==> config.mk <==
export PLATFORM = sky130hd
export DESIGN_NAME = latch_map_rotary_selector_top
export DESIGN_NICKNAME = d
export VERILOG_FILES = /design/src/sv/lms_pkg.sv /design/src/sv/latch_map_rotary_selector_top.sv /design/src/sv/lms_map.sv /design/src/sv/lms_divmod.sv /design/src/sv/lms_rank.sv
export SDC_FILE = /design/constraint.sdc
export NUM_CORES = 1
export LEC_CHECK = 0
export ABC_AREA = 1
export BUFFER_PORTS_ARGS = -buffer_cell sky130_fd_sc_hd__buf_4
export CAP_MARGIN = 20
export CORE_AREA = 2 2 168 170
export CTS_BUF_LIST = sky130_fd_sc_hd__clkbuf_4
export CTS_CLUSTER_SIZE = 16
export DETAILED_ROUTE_END_ITERATION = 7
export DIE_AREA = 0 0 170 172
export MAX_ROUTING_LAYER = met4
export SLEW_MARGIN = 20
export SYNTH_ARGS = -nofsm -noshare
export SYNTH_HDL_FRONTEND = slang
export SYNTH_SLANG_ARGS = --single-unit
==> constraint.sdc <==
create_clock -name i_clk -period 8.59 [get_ports i_clk]
set_input_delay 0.4295 -clock i_clk [delete_from_list [all_inputs] [get_ports i_clk]]
set_output_delay 0.4295 -clock i_clk [all_outputs]
set_load 0.03 [all_outputs]
==> src/sv/lms_pkg.sv <==
// ----------------------------------------------------------------------------
// lms_pkg
// Shared types and constants for the latch map rotary selector.
// ----------------------------------------------------------------------------
package lms_pkg;

    localparam int LATCHES_DEF = 32;
    localparam int POS_W       = 64;
    localparam int POS_CNT_W   = 6;

    localparam logic [1:0] KIND_SENSE   = 2'd0;
    localparam logic [1:0] KIND_SELECT  = 2'd1;
    localparam logic [1:0] KIND_RELEASE = 2'd2;

    typedef enum logic [1:0] {
        ST_IDLE,
        ST_MOD,
        ST_SCAN,
        ST_DONE
    } t_state;

    typedef struct packed {
        logic       en;
        logic [5:0] idx;
        logic       val;
    } t_map_wr;

endpackage

==> src/sv/latch_map_rotary_selector_top.sv <==
// ----------------------------------------------------------------------------
// latch_map_rotary_selector_top
// Latch closed map with sense, encoder select and release transactions.
// ----------------------------------------------------------------------------
// Sense, release and unused kinds, and a select with no latch closed, go straight
// to the done state; no new transaction is taken until the result has left it.
// Select otherwise: bit-serial modulo (one position bit per cycle), then a
// map walk over up to LATCHES latches (one latch per cycle); one transaction at a time.
// A new transaction is taken while the previous result waits in the output reg.
// Reset clears the latch map, the closed count and all control state.
// ----------------------------------------------------------------------------
module latch_map_rotary_selector_top #(
    parameter int LATCHES = lms_pkg::LATCHES_DEF
) (
    input  logic        i_clk,
    input  logic        i_rst_n,
    input  logic        i_in_valid,
    output logic        o_in_ready,
    input  logic [1:0]  i_kind,
    input  logic [5:0]  i_latch_index,
    input  logic        i_latch_closed,
    input  logic [63:0] i_encoder_position,
    input  logic [6:0]  i_release_choice,
    output logic        o_out_valid,
    input  logic        i_out_ready,
    output logic [5:0]  o_selection,
    output logic [5:0]  o_closed_count,
    output logic        o_none_closed,
    output logic [4:0]  o_released_index,
    output logic        o_release_done
);

    localparam int IDX_W = (LATCHES > 1) ? $clog2(LATCHES) : 1;
    localparam int CNT_W = $clog2(LATCHES + 1);

    lms_pkg::t_state  r_state, n_state;
    lms_pkg::t_map_wr map_wr;

    logic [LATCHES-1:0] map;
    logic [CNT_W-1:0]   count;
    logic               accept;
    logic               mod_start, mod_done;
    logic [CNT_W-1:0]   rank;
    logic               rank_done;
    logic [IDX_W-1:0]   rank_idx;
    logic               out_free;
    logic               load_out;
    logic               sense_ok, release_ok;
    logic [6:0]         choice_m1;
    logic [IDX_W+6:0]   sel_ext;
    logic [CNT_W+5:0]   cnt_ext;

    logic       r_sel_none;
    logic [5:0] r_sel;
    logic       r_none;
    logic [4:0] r_rel_idx;
    logic       r_rel_done;

    logic       r_out_valid;
    logic [5:0] r_o_sel, r_o_cnt;
    logic       r_o_none;
    logic [4:0] r_o_rel_idx;
    logic       r_o_rel_done;

    assign accept     = i_in_valid && o_in_ready;
    assign sense_ok   = ({1'b0, i_latch_index} < 7'(LATCHES));
    assign release_ok = (i_release_choice != 7'd0) && (i_release_choice <= 7'(LATCHES));
    assign choice_m1  = i_release_choice - 7'd1;
    assign out_free   = !r_out_valid || i_out_ready;
    assign sel_ext    = {7'd0, rank_idx} + (IDX_W + 7)'(1);
    assign cnt_ext    = {6'd0, count};

    always_comb begin
        n_state = r_state;
        unique case (r_state)
            lms_pkg::ST_IDLE: begin
                if (accept) begin
                    if ((i_kind == lms_pkg::KIND_SELECT) && (count != '0)) begin
                        n_state = lms_pkg::ST_MOD;
                    end else begin
                        n_state = lms_pkg::ST_DONE;
                    end
                end
            end
            lms_pkg::ST_MOD: begin
                if (mod_done) begin
                    n_state = lms_pkg::ST_SCAN;
                end
            end
            lms_pkg::ST_SCAN: begin
                if (rank_done) begin
                    n_state = lms_pkg::ST_DONE;
                end
            end
            lms_pkg::ST_DONE: begin
                if (out_free) begin
                    n_state = lms_pkg::ST_IDLE;
                end
            end
            default: n_state = lms_pkg::ST_IDLE;
        endcase
    end

    always_comb begin
        o_in_ready = 1'b0;
        mod_start  = 1'b0;
        load_out   = 1'b0;
        map_wr     = '0;
        unique case (r_state)
            lms_pkg::ST_IDLE: begin
                o_in_ready = 1'b1;
                mod_start  = accept && (i_kind == lms_pkg::KIND_SELECT) && (count != '0);
                if (accept && (i_kind == lms_pkg::KIND_SENSE) && sense_ok) begin
                    map_wr.en  = 1'b1;
                    map_wr.idx = i_latch_index;
                    map_wr.val = i_latch_closed;
                end else if (accept && (i_kind == lms_pkg::KIND_RELEASE) && release_ok) begin
                    map_wr.en  = 1'b1;
                    map_wr.idx = choice_m1[5:0];
                    map_wr.val = 1'b0;
                end
            end
            lms_pkg::ST_DONE: begin
                load_out = out_free;
            end
            default: begin
            end
        endcase
    end

    always_ff @(posedge i_clk) begin
        if (!i_rst_n) begin
            r_state     <= lms_pkg::ST_IDLE;
            r_out_valid <= 1'b0;
        end else begin
            r_state <= n_state;
            if (load_out) begin
                r_out_valid <= 1'b1;
            end else if (i_out_ready) begin
                r_out_valid <= 1'b0;
            end
        end
    end

    always_ff @(posedge i_clk) begin
        if (accept) begin
            r_sel_none <= (i_kind == lms_pkg::KIND_SELECT) && (count == '0);
            r_none     <= (i_kind == lms_pkg::KIND_SELECT) && (count == '0);
            r_sel      <= ((i_kind == lms_pkg::KIND_SELECT) && (count == '0)) ? 6'd1 : 6'd0;
            r_rel_done <= (i_kind == lms_pkg::KIND_RELEASE) && release_ok;
            r_rel_idx  <= ((i_kind == lms_pkg::KIND_RELEASE) && release_ok) ?
                          choice_m1[4:0] : 5'd0;
        end else if (rank_done && !r_sel_none) begin
            r_sel <= sel_ext[5:0];
        end
        if (load_out) begin
            r_o_sel      <= r_sel;
            r_o_cnt      <= cnt_ext[5:0];
            r_o_none     <= r_none;
            r_o_rel_idx  <= r_rel_idx;
            r_o_rel_done <= r_rel_done;
        end
    end

    lms_map #(
        .LATCHES (LATCHES),
        .IDX_W   (IDX_W),
        .CNT_W   (CNT_W)
    ) u_map (
        .i_clk   (i_clk),
        .i_rst_n (i_rst_n),
        .i_wr    (map_wr),
        .o_map   (map),
        .o_count (count)
    );

    lms_divmod #(
        .CNT_W (CNT_W)
    ) u_divmod (
        .i_clk   (i_clk),
        .i_rst_n (i_rst_n),
        .i_start (mod_start),
        .i_pos   (i_encoder_position),
        .i_n     (count),
        .o_done  (mod_done),
        .o_rank  (rank)
    );

    lms_rank #(
        .LATCHES (LATCHES),
        .IDX_W   (IDX_W),
        .CNT_W   (CNT_W)
    ) u_rank (
        .i_clk   (i_clk),
        .i_rst_n (i_rst_n),
        .i_start (mod_done),
        .i_rank  (rank),
        .i_map   (map),
        .o_done  (rank_done),
        .o_idx   (rank_idx)
    );

    assign o_out_valid      = r_out_valid;
    assign o_selection      = r_o_sel;
    assign o_closed_count   = r_o_cnt;
    assign o_none_closed    = r_o_none;
    assign o_released_index = r_o_rel_idx;
    assign o_release_done   = r_o_rel_done;

endmodule

==> src/sv/lms_map.sv <==
// ----------------------------------------------------------------------------
// lms_map
// Latch closed bits with a running count of closed latches.
// ----------------------------------------------------------------------------
module lms_map #(
    parameter int LATCHES = lms_pkg::LATCHES_DEF,
    parameter int IDX_W   = (LATCHES > 1) ? $clog2(LATCHES) : 1,
    parameter int CNT_W   = $clog2(LATCHES + 1)
) (
    input  logic                i_clk,
    input  logic                i_rst_n,
    input  lms_pkg::t_map_wr    i_wr,
    output logic [LATCHES-1:0]  o_map,
    output logic [CNT_W-1:0]    o_count
);

    logic [LATCHES-1:0] r_map, n_map;
    logic [CNT_W-1:0]   r_count, n_count;
    logic [IDX_W-1:0]   wr_idx;
    logic               old_bit;

    assign wr_idx  = i_wr.idx[IDX_W-1:0];
    assign old_bit = r_map[wr_idx];

    always_comb begin
        n_map   = r_map;
        n_count = r_count;
        if (i_wr.en && (old_bit != i_wr.val)) begin
            n_map[wr_idx] = i_wr.val;
            if (i_wr.val) begin
                n_count = r_count + CNT_W'(1);
            end else begin
                n_count = r_count - CNT_W'(1);
            end
        end
    end

    always_ff @(posedge i_clk) begin
        if (!i_rst_n) begin
            r_map   <= '0;
            r_count <= '0;
        end else begin
            r_map   <= n_map;
            r_count <= n_count;
        end
    end

    assign o_map   = r_map;
    assign o_count = r_count;

endmodule

==> src/sv/lms_divmod.sv <==
// ----------------------------------------------------------------------------
// lms_divmod
// Bit-serial non-negative modulo of a signed 64-bit position by the count.
// ----------------------------------------------------------------------------
module lms_divmod #(
    parameter int CNT_W = 6
) (
    input  logic                       i_clk,
    input  logic                       i_rst_n,
    input  logic                       i_start,
    input  logic [lms_pkg::POS_W-1:0]  i_pos,
    input  logic [CNT_W-1:0]           i_n,
    output logic                       o_done,
    output logic [CNT_W-1:0]           o_rank
);

    logic [lms_pkg::POS_W-1:0]     r_sh;
    logic [CNT_W-1:0]              r_rem;
    logic [CNT_W-1:0]              r_n;
    logic                          r_neg;
    logic [lms_pkg::POS_CNT_W-1:0] r_cnt;
    logic                          r_busy;
    logic                          r_done;
    logic [CNT_W:0]                trial;
    logic [CNT_W:0]                diff;
    logic [CNT_W-1:0]              step_rem;

    assign trial    = {r_rem, r_sh[lms_pkg::POS_W-1]};
    assign diff     = trial - {1'b0, r_n};
    assign step_rem = (trial >= {1'b0, r_n}) ? diff[CNT_W-1:0] : trial[CNT_W-1:0];

    always_ff @(posedge i_clk) begin
        if (!i_rst_n) begin
            r_busy <= 1'b0;
            r_done <= 1'b0;
        end else begin
            r_done <= 1'b0;
            if (i_start) begin
                r_busy <= 1'b1;
            end else if (r_busy && (r_cnt == '0)) begin
                r_busy <= 1'b0;
                r_done <= 1'b1;
            end
        end
    end

    always_ff @(posedge i_clk) begin
        if (i_start) begin
            r_sh  <= i_pos[lms_pkg::POS_W-1] ? (~i_pos + (lms_pkg::POS_W)'(1)) : i_pos;
            r_neg <= i_pos[lms_pkg::POS_W-1];
            r_n   <= i_n;
            r_rem <= '0;
            r_cnt <= '1;
        end else if (r_busy) begin
            r_sh  <= {r_sh[lms_pkg::POS_W-2:0], 1'b0};
            r_rem <= step_rem;
            r_cnt <= r_cnt - (lms_pkg::POS_CNT_W)'(1);
        end
    end

    assign o_done = r_done;
    assign o_rank = (r_neg && (r_rem != '0)) ? (r_n - r_rem) : r_rem;

endmodule

==> src/sv/lms_rank.sv <==
// ----------------------------------------------------------------------------
// lms_rank
// Walks the latch map one bit per cycle to find the closed latch of a rank.
// ----------------------------------------------------------------------------
module lms_rank #(
    parameter int LATCHES = lms_pkg::LATCHES_DEF,
    parameter int IDX_W   = (LATCHES > 1) ? $clog2(LATCHES) : 1,
    parameter int CNT_W   = $clog2(LATCHES + 1)
) (
    input  logic               i_clk,
    input  logic               i_rst_n,
    input  logic               i_start,
    input  logic [CNT_W-1:0]   i_rank,
    input  logic [LATCHES-1:0] i_map,
    output logic               o_done,
    output logic [IDX_W-1:0]   o_idx
);

    logic [CNT_W-1:0] r_rank;
    logic [CNT_W-1:0] r_seen;
    logic [IDX_W-1:0] r_i;
    logic [IDX_W-1:0] r_idx;
    logic             r_busy;
    logic             r_done;
    logic             hit;
    logic             last;

    assign hit  = i_map[r_i] && (r_seen == r_rank);
    assign last = (r_i == IDX_W'(LATCHES - 1));

    always_ff @(posedge i_clk) begin
        if (!i_rst_n) begin
            r_busy <= 1'b0;
            r_done <= 1'b0;
        end else begin
            r_done <= 1'b0;
            if (i_start) begin
                r_busy <= 1'b1;
            end else if (r_busy && (hit || last)) begin
                r_busy <= 1'b0;
                r_done <= 1'b1;
            end
        end
    end

    always_ff @(posedge i_clk) begin
        if (i_start) begin
            r_rank <= i_rank;
            r_seen <= '0;
            r_i    <= '0;
            r_idx  <= '0;
        end else if (r_busy) begin
            if (hit) begin
                r_idx <= r_i;
            end
            if (i_map[r_i]) begin
                r_seen <= r_seen + CNT_W'(1);
            end
            r_i <= r_i + IDX_W'(1);
        end
    end

    assign o_done = r_done;
    assign o_idx  = r_idx;

endmodule
==> reports/qor.yml, run 1 <==
logic_synthesis:
  syn_inst: 1411
  synth_fa_ha_area_share_pct: 3.68
  ys.flop_type: "edfxtp_1"
  syn_nets: 1525
  seq_area_frac_synth_pct: 43.8
  syn_avg_cell_area_um2: 7.66
  synthSimpleGateAreaFrac_pct: 27.9
  synth_top_family_by_area: "simple AND/OR/NAND/NOR gates"
  synth.area.top_cells: "edfxtp_1 (30%), dfxtp_1 (14%), nand2_1 (10%)"
  synth_edf_count: 109
  netlist.area_leader.share_pct: 30.3
  ys_warn_count: 0
  ys_types: 47
  synth_compound_area_share_pct: 11.8
  ys_ff_latch: 182
  synth_xor_area_share_pct: 5.02
  syn-cell-area_mm2: 0.0108
  postSynth.asyncResetShare_pct: 0
  synth_mux_area_share_pct: 0
  synth_top_cell_by_area: "edfxtp_1"
drt:
  wl_met2_um: 11500
  drc: 0
  drtAntennaViolNets: 0
  via_per_inst: 5.13
  num_vias: 9514
  top_layer_used: "met4"
  routed_wl_um: 26200
  drtPass1Iterations: 6
  first_iter_violations: 748
  routed-wl-met3_um: 1210
  m1WireLength_um: 13100
  wl_per_cell_um: 14.1
global_routing:
  grt_pass1_vias: 8748
  antenna_found_initial: 1
  grt_pass1_wl_um: 43600
  grt-ovfl-total: 0
  track_usage_pct: 19.0
  grt_max_degree: 114
clock_network:
  ctsResizeCount: 0
  clk_pin_slew_ns: 0.18
  cts_tree: "built"
  cts_buffers: 17
  root_buffer: "clkbuf_4"
  clk_path_buf_depth: 2
  clock_latency_ns: 0.57
  ctsHoldBuffers: 0
  post_cts_buffers: 0
  cts.htree.levels: 4
  cts_sinks: 182
flow_run:
  max_cap_viol_count: 0
worst_setup_path:
  slowest_delay_ns: 0.73
  startpoint_type: "flip-flop"
  rr_endpoint: "u_map.o_count[5]$_SDFFE_PN0P_"
  worstPathMaxFanout: 49
  r2r_slack_ns: 4.52
  worst_setup_path_end_kind: "flip-flop"
  crit_top_cell: "nand2_1"
  reg2reg_from: "r_state[0]$_SDFFE_PN0P_"
  reg2regPathDepth: 20
  crit_chain: "inv_1 -> ha_1 -> nand2_2 -> nor2_2 -> nand2_2 -> inv_4 -> o21ai_4 -> nand2_2 -> nand2_1 -> nand2_1 -> nand2_1 -> nand2_1 -> nand2_1 -> nand2_1 -> nor2_2 -> nand3_2 -> nand2_1 -> inv_2 -> nand2_1 -> a21oi_1"
  worst_ep_required_time_ns: 9.01
  slowest_stage: "nand3_2"
  arrival_ns: 4.49
  critPathKind: "flip-flop to flip-flop"
sta:
  drv_slew: 0
  hold_violations: 0
  clock_skew_ns: 0.0361
  finalCritPeriodShare_pct: 47.4
  setup_tns_ns: 0
  worst_pin_slew_ns: 1.04
  finalSetupViolCount: 0
  relSlewSlack_pct: 30.8
  finalCriticalPeriod_ns: 4.07
  layout_setup_ws_ns: 4.52
  whs_ns: 0.154
  max_freq_mhz: 246
  rsz0062_at_grt: "no"
power:
  powerDensity_mw_per_mm2: 185
  p_leak_nw: 4.89
  power_frac_comb_pct: 29.0
  p_total_mw: 2.24
  p_switching_mw: 0.809
  pwr-share-clk_pct: 20.6
  ir_worst_vdd_uv: 75.8
  p_int_mw: 1.43
  power_frac_seq_pct: 50.4
  power.share.switching_pct: 36.2
placed_design:
  dpl_cell_area_mm2: 0.0118
  dp_slack_ns: 4.60
  gp_congestion: 0.881
  io_buffers: 104
  dpl.hpwl_um: 18600
final_layout:
  area_growth_pct: 12.1
  fill_cells: 2813
  final_common_cell: "nand2_1"
  drive_above_1_share_pct: 11.7
  regArea_mm2: 0.00473
  final_nets: 1606
  layout_common_cells: "nand2_1 (289), nor2_1 (178), inv_1 (156)"
  multi_input_area_mm2: 0.00524
  final_area_mm2: 0.0121
floorplan:
  core_area_mm2: 0.0275
  fp.dieW_um: 170
  dieHeight_um: 172
  start_util_pct: 39.3
  ioPinCount: 105
  dieArea_mm2: 0.0292
  row_count: 61
run_status:
  status: "finished clean"
min_path:
  min_to: "r_rel_idx[0]$_SDFFCE_PN0N_"
  hp-start: "i_release_choice[0]"
  whs_path_depth: 2
  hold_path_class: "primary input to flip-flop"
worst max-delay path by stage:
stage	from	end	slack [ns]	depth (start not counted)
global placement	r_state[0]$_SDFFE_PN0P_	u_map.o_count[5]$_SDFFE_PN0P_	4.72	20
floorplan	r_state[0]$_SDFFE_PN0P_	u_divmod.r_sh[0]$_SDFFCE_PN0P_	5.23	8
CTS	r_state[0]$_SDFFE_PN0P_	u_map.o_count[5]$_SDFFE_PN0P_	4.56	20
finish	r_state[0]$_SDFFE_PN0P_	u_map.o_count[5]$_SDFFE_PN0P_	4.52	20
global route	r_state[0]$_SDFFE_PN0P_	u_map.o_count[4]$_SDFFE_PN0P_	4.09	20
detailed placement	r_state[1]$_SDFFE_PN0P_	u_map.o_count[5]$_SDFFE_PN0P_	4.60	20
routing by layer:
layer | track usage, % | vias up
li1 | - | 4898
met1 | 26.8 | 4333
met2 | 28.8 | 251
met3 | 2.40 | 32
met4 | 5.43 | 0
met5 | - | -
cells in the mapped netlist (2+ instances only):
cell,number
nand2_1,290
nor2_1,178
inv_1,157
o21ai_0,125
edfxtp_1,109
nand3_1,102
dfxtp_1,73
a21oi_1,67
xor2_1,36
clkbuf_1,32
nor4_1,28
ha_1,27
xnor2_1,26
nand4_1,24
nor3_1,23
a31oi_1,13
or2_2,13
nand3b_1,10
o21ai_1,9
o22ai_1,7
buf_4,5
o211ai_1,5
buf_2,4
buf_6,4
inv_2,4
nand2_2,4
o31ai_1,4
and3_1,3
fa_1,3
nor2_2,3
buf_1,2
clkinv_1,2
nand2_4,2
nand3_2,2
nor3b_1,2
o21a_1,2
critical path, delay by kind of cell, from the launching register on:
kind                     cells  cell delay [ns]
AND/OR/NAND/NOR             14             2.44
AO/OA/AOI/OAI                2             0.50
flip-flops                   1             0.40
buffers and inverters        3             0.29
adder cells (fa/ha/maj)      1             0.24
power groups by stage:
stage                     Clock (mW)  Sequential (mW)  Combinational [mW]
after floorplan                    0             1.16               0.448
after global placement             0             1.15               0.643
after detailed placement           0             1.15               0.652
after CTS                      0.481             1.13               0.654
after global routing           0.514             1.14               0.740
final                          0.461             1.13               0.648
logic make-up (layout without fill, tap and decap cells):
kind of cell / after synthesis / after routing
and+or+nand+nor: 688 / 688
AOI/OAI and AO/OA: 238 / 238
buffers and inverters: 211 / 305
DFF: 182 / 182
xor gates and xnor gates: 62 / 62
adders and majority gates: 30 / 30
other: 0 / 2
registers in the layout, summed over array words and instances (netlist names), 6 cells and up:
register,cells
o_closed_count,6
o_selection,6
u_map.o_count,6
u_divmod.r_rem,6
u_map.o_map,32
r_sel,6
u_rank.r_rank,6
u_divmod.r_n,6
u_divmod.r_cnt,6
u_divmod.r_sh,64
u_rank.r_seen,6
metrics by stage:
step,std cells,utilization (%)
2_1_floorplan,1411,-
3_3_place_gp,1819,43.1
3_5_place_dp,1819,43.1
4_1_cts,1851,44.1
5_1_grt,1853,44.1
6_report,1853,44.1
final cells by class:
cell class,instances,area share [%]
antenna,2,0.0413
clock buffer,17,1.05
clock inverter,15,1.15
inverter,164,5.10
multi-input combinational,1018,43.2
sequential,182,39.1
tap,346,3.57
timing repair buffer,109,6.76
Power figures use the tool's default switching activity.
==> inputs of run 2 (changes only) <==
- clock period: 8.59 -> 3.3 ns (I/O delays scaled with it)
==> run 2 against run 1 <==
Against the previous run: flip-flop and latch count stayed put; non-clock buffer count is 80 higher; routed wire length is 2.8% higher; final cell count is 4.3% higher; via count is 2.6% higher; die area stayed put; combinational power grew to 2.8 times the previous value; hold slack worse by 0.096 ns; power grew to 2.7 times the previous value.
==> reports/qor.yml, run 2 (synthesis results as in run 1) <==
clock_network:
  root_buffer: "clkbuf_4"
  clock_latency_ns: 0.58
  cts_tree: "built"
  cts_sinks: 182
  cts.htree.levels: 4
  cts_buffers: 17
  clk_path_buf_depth: 2
  clk_pin_slew_ns: 0.16
sta:
  rsz0062_at_grt: "no"
  worst_pin_slew_ns: 0.980
  setup_tns_ns: 0
  layout_setup_ws_ns: 0.292
  hold_violations: 0
  finalCritPeriodShare_pct: 91.2
  clock_skew_ns: 0.0396
  drv_slew: 0
  finalCriticalPeriod_ns: 3.01
  finalSetupViolCount: 0
  max_freq_mhz: 332
  relSlewSlack_pct: 34.7
final_layout:
  fill_cells: 2758
  final_common_cell: "nand2_1"
  finalNonFillerCells: 1933
  largest_reg_flops: 64
  largest-register: "u_divmod.r_sh"
  final_nets: 1686
  layout_common_cells: "nand2_1 (288), nor2_1 (178), inv_1 (156)"
  drive_above_1_share_pct: 12.4
  area_growth_pct: 20.0
placed_design:
  io_buffers: 104
  dpl.hpwl_um: 19000
  gp_congestion: 0.862
  dp_slack_ns: 0.0942
  dp_cells: 1832
power:
  power_frac_comb_pct: 29.8
  ir_worst_vdd_uv: 202
  p_switching_mw: 2.13
  power.share.switching_pct: 35.3
  p_int_mw: 3.89
  powerDensity_mw_per_mm2: 464
  p_leak_nw: 5.26
  pwr-share-clk_pct: 21.5
  power_frac_seq_pct: 48.7
global_routing:
  antenna_found_initial: 1
  grt_max_degree: 113
  track_usage_pct: 19.2
  grt_pass1_wl_um: 44100
  grt-ovfl-total: 0
  grt_pass1_vias: 9096
worst_setup_path:
  worst_setup_path_end_kind: "flip-flop"
  worstPathMaxFanout: 20
  startpoint_type: "flip-flop"
  arrival_ns: 3.46
  worst_ep_required_time_ns: 3.75
  critPathKind: "flip-flop to flip-flop"
drt:
  num_vias: 9758
  drtAntennaViolNets: 0
  wl_per_cell_um: 13.9
  routed_wl_um: 26900
  drc: 0
  via_per_inst: 5.05
  first_iter_violations: 691
  drtPass1Iterations: 6
floorplan:
  fp.dieW_um: 170
  row_count: 61
  ioPinCount: 105
  dieArea_mm2: 0.0292
  dieHeight_um: 172
  core_area_mm2: 0.0275
  start_util_pct: 39.3
run_status:
  status: "finished clean"
flow_run:
  max_cap_viol_count: 0
min_path:
  hold_path_class: "primary input to flip-flop"
[run 2: worst max-delay path, stage by stage, from the launching register on]
cell and delay (ns):
dfxtp_1 0.38, inv_1 0.12, ha_2 0.22, nand2_2 0.11, nor2_2 0.11, nand2_2 0.12, inv_4 0.13, nand2_4 0.10
o21ai_4 0.08, buf_12 0.15, nand2_2 0.16, nand2_1 0.11, nand2_1 0.05, nand2_1 0.06, nand2_1 0.05, nand2_1 0.05
nand2_1 0.06, nor2_2 0.15, nand2_1 0.08, nand2_2 0.11, buf_6 0.20, nand3_1 0.11, o21ai_0 0.17, nor2_1 0.05
[run 2: worst paths after layout]
| path | from | endpoint | slack, ns | cells past startpoint |
|---|---|---|---|---|
| max | r_state[0]$_SDFFE_PN0P_ | u_map.o_map[16]$_SDFFE_PN0P_ | 0.29 | 23 |
| min | i_encoder_position[8] | u_divmod.r_sh[8]$_DFFE_PP_ | 0.06 | 3 |
| max reg2reg | r_state[0]$_SDFFE_PN0P_ | u_map.o_map[16]$_SDFFE_PN0P_ | 0.29 | 23 |
| min reg2reg | r_rel_idx[3]$_SDFFCE_PN0N_ | o_released_index[3]$_DFFE_PP_ | 0.43 | 0 |
[run 2: final cells by class]
| class | instances | area, um2 | share of cell area (%) |
|---|---|---|---|
| clock buffer | 17 | 128 | 0.984 |
| sequential | 182 | 4730 | 36.5 |
| inverter | 164 | 622 | 4.80 |
| clock inverter | 15 | 169 | 1.30 |
| multi-input combinational | 1018 | 5270 | 40.6 |
| timing repair buffer | 189 | 1610 | 12.4 |
| antenna | 2 | 5.00 | 0.0386 |
| tap | 346 | 433 | 3.34 |
[run 2: timing repair]
| action | CTS | global route |
|---|---|---|
| hold endpoints to repair | 84 | 0 |
| setup buffers | 0 | 5 |
| resized for setup | 0 | 10 |
| setup endpoints to repair | 0 | 38 |
| hold buffers | 62 | 0 |
[run 2: routing by layer]
metal / track usage, % / vias up / wire, um
li1: - / 5058 / -
met1: 25.6 / 4420 / 13000
met2: 31.0 / 254 / 12300
met3: 2.43 / 26 / 1210
met4: 5.61 / 0 / 390
met5: - / - / 0
[run 2: power groups by stage]
stage | Clock, mW | Combinational, mW | Sequential [mW]
2_1_floorplan | 0 | 1.17 | 3.02
3_3_place_gp | 0 | 1.69 | 2.98
3_5_place_dp | 0 | 1.71 | 2.99
4_1_cts | 1.34 | 1.78 | 2.94
5_1_grt | 1.42 | 2.04 | 2.97
6_report | 1.29 | 1.79 | 2.93
[run 2: through the flow]
step,hold WS (ns),util (%),power (mW),area [um2]
3_5_place_dp,0.405,43.5,4.70,12000
6_report,0.0575,47.2,6.02,13000
2_1_floorplan,0.264,-,4.19,10800
4_1_cts,0.000576,46.8,6.06,12900
5_1_grt,0.00168,47.2,6.42,13000
3_3_place_gp,0.402,43.5,4.67,12000
==> inputs of run 3 (changes only) <==
- CELL_PAD_IN_SITES_DETAIL_PLACEMENT: unset -> 0
- CELL_PAD_IN_SITES_GLOBAL_PLACEMENT: unset -> 1
- PLACE_DENSITY_LB_ADDON: unset -> 0.1
- clock period: 3.3 -> 3 ns (I/O delays scaled with it)
==> run 3 against run 2 <==
Against the previous run: flip-flop and latch count unchanged; critical endpoint unchanged; critical path type unchanged; via count up 0.66%; sequential power up 11%; power up 9.9%.
==> reports/qor.yml, run 3 (synthesis results as in run 1) <==
min_path:
  hold_path_class: "primary input to flip-flop"
  hp-start: "i_encoder_position[25]"
clock_network:
  cts_buffers: 17
  clk_path_buf_depth: 2
  clk_pin_slew_ns: 0.17
  post_cts_buffers: 0
  clock_latency_ns: 0.60
  cts.htree.levels: 4
  cts_sinks: 182
  root_buffer: "clkbuf_4"
  cts_tree: "built"
worst_setup_path:
  r2r_slack_ns: 0.25
  reg2reg_from: "r_state[0]$_SDFFE_PN0P_"
  worst_ep_required_time_ns: 3.49
  crit_top_cell: "nand2_1"
  worst_setup_path_end_kind: "flip-flop"
  slowest_stage: "dfxtp_2"
  worst_path_dominant_cell_family: "simple AND/OR/NAND/NOR gates"
  critPathKind: "flip-flop to flip-flop"
  cp_num_buf_inv: 4
  arrival_ns: 3.24
  crit_start: "r_state[0]$_SDFFE_PN0P_"
  slowest_delay_ns: 0.38
  startpoint_type: "flip-flop"
  worstPathMaxFanout: 18
  crit_chain: "inv_1 -> ha_2 -> nand2_4 -> nor2_2 -> nand2_2 -> clkinv_4 -> nand2_4 -> o21ai_4 -> buf_6 -> nand3_1 -> nand2_1 -> nand2_1 -> nand2_1 -> nand2_1 -> nand2_1 -> nor2_2 -> nand2_1 -> nand2_4 -> clkbuf_16 -> nand3_1 -> o21ai_0 -> nor2_1"
placed_design:
  dpl.hpwl_um: 21000
  gp_congestion: 0.847
  dp_slack_ns: 0.0559
  io_buffers: 104
power:
  ir_worst_vdd_uv: 229
  power_frac_seq_pct: 49.0
  p_int_mw: 4.24
  powerDensity_mw_per_mm2: 503
  power_frac_comb_pct: 31.0
  pwr-share-clk_pct: 20.0
  p_total_mw: 6.61
  p_leak_nw: 5.34
  power.share.switching_pct: 35.9
  p_switching_mw: 2.38
drt:
  first_iter_violations: 861
  via_per_inst: 5.05
  routed_wl_um: 29200
  drc: 0
  drtPass1Iterations: 5
  wl_per_cell_um: 15.0
  num_vias: 9822
  drtAntennaViolNets: 0
final_layout:
  area_growth_pct: 21.7
  finalCoreUtilization_pct: 47.9
  final_common_cell: "nand2_1"
  layout_common_cells: "nand2_1 (288), nor2_1 (175), inv_1 (156)"
  largest_reg_flops: 64
  final_nets: 1699
  regArea_mm2: 0.00474
  drive_above_1_share_pct: 13.0
  multi_input_area_mm2: 0.00530
  largest-register: "u_divmod.r_sh"
  fill_cells: 2822
global_routing:
  grt_pass1_vias: 9286
  track_usage_pct: 21.1
  antenna_found_initial: 1
  grt-ovfl-total: 0
  grt_pass1_wl_um: 47600
  grt_max_degree: 113
sta:
  clock_skew_ns: 0.0238
  finalCriticalPeriod_ns: 2.75
  relSlewSlack_pct: 37.2
  max_freq_mhz: 363
  drv_slew: 0
  finalSetupViolCount: 0
  worst_pin_slew_ns: 0.942
  layout_setup_ws_ns: 0.249
  rsz0062_at_grt: "no"
  setup_tns_ns: 0
  hold_violations: 0
  finalCritPeriodShare_pct: 91.7
flow_run:
  max_cap_viol_count: 0
floorplan:
  ioPinCount: 105
  start_util_pct: 39.3
  core_area_mm2: 0.0275
  dieHeight_um: 172
  dieArea_mm2: 0.0292
  fp.dieW_um: 170
  row_count: 61
run_status:
  status: "finished clean"
run 3: cell type report:
class,count,area share [%]
flip-flops and latches,182,36.0
repair buffers,202,13.6
clock inverters,15,1.07
clock buffers,17,0.971
inverters,164,4.75
multi-input cells,1018,40.3
well taps,346,3.29
diodes,1,0.0190
run 3: metrics by stage:
stage / std cells / instance area (um2) / hold slack [ns]
2_1_floorplan: 1411 / 10800 / 0.249
3_3_place_gp: 1840 / 12000 / 0.402
3_5_place_dp: 1840 / 12000 / 0.405
4_1_cts: 1941 / 13000 / 0.00522
5_1_grt: 1945 / 13200 / 0.0183
6_report: 1945 / 13200 / 0.0604
run 3: per-layer routing:
metal | share of wire [%] | vias up | wire [um] | track usage, %
met4 | 0.81 | 0 | 236 | 4.12
li1 | - | 5074 | - | -
met3 | 3.9 | 15 | 1130 | 3.11
met5 | 0 | - | 0 | -
met2 | 48 | 218 | 14000 | 35.4
met1 | 47 | 4515 | 13800 | 27.3
run 3: final timing paths:
check | cells past startpoint | endpoint
max | 22 | u_map.o_map[16]$_SDFFE_PN0P_
min | 4 | u_divmod.r_sh[25]$_DFFE_PP_
max reg2reg | 22 | u_map.o_map[16]$_SDFFE_PN0P_
min reg2reg | 0 | o_release_done$_DFFE_PP_
run 3: tightest hold or removal path, delay by kind of cell:
kind	cells	cell delay, ns
XOR/XNOR	1	0.07
buffers and inverters	2	0.20
AO/OA/AOI/OAI	1	0.13
run 3: what timing repair did:
item                                   4_1_cts  5_1_grt
endpoints found under the hold margin       91        2
setup endpoints to repair                    0       46
resized for setup                            0       27
hold buffers                                69        1
run 3: power groups by stage:
stage / logic [mW] / registers (mW) / clock network, mW
finish: 2.05 / 3.24 / 1.33
detailed placement: 1.93 / 3.29 / 0
CTS: 2.00 / 3.24 / 1.39
global route: 2.34 / 3.28 / 1.47
global placement: 1.92 / 3.28 / 0
floorplan: 1.29 / 3.32 / 0
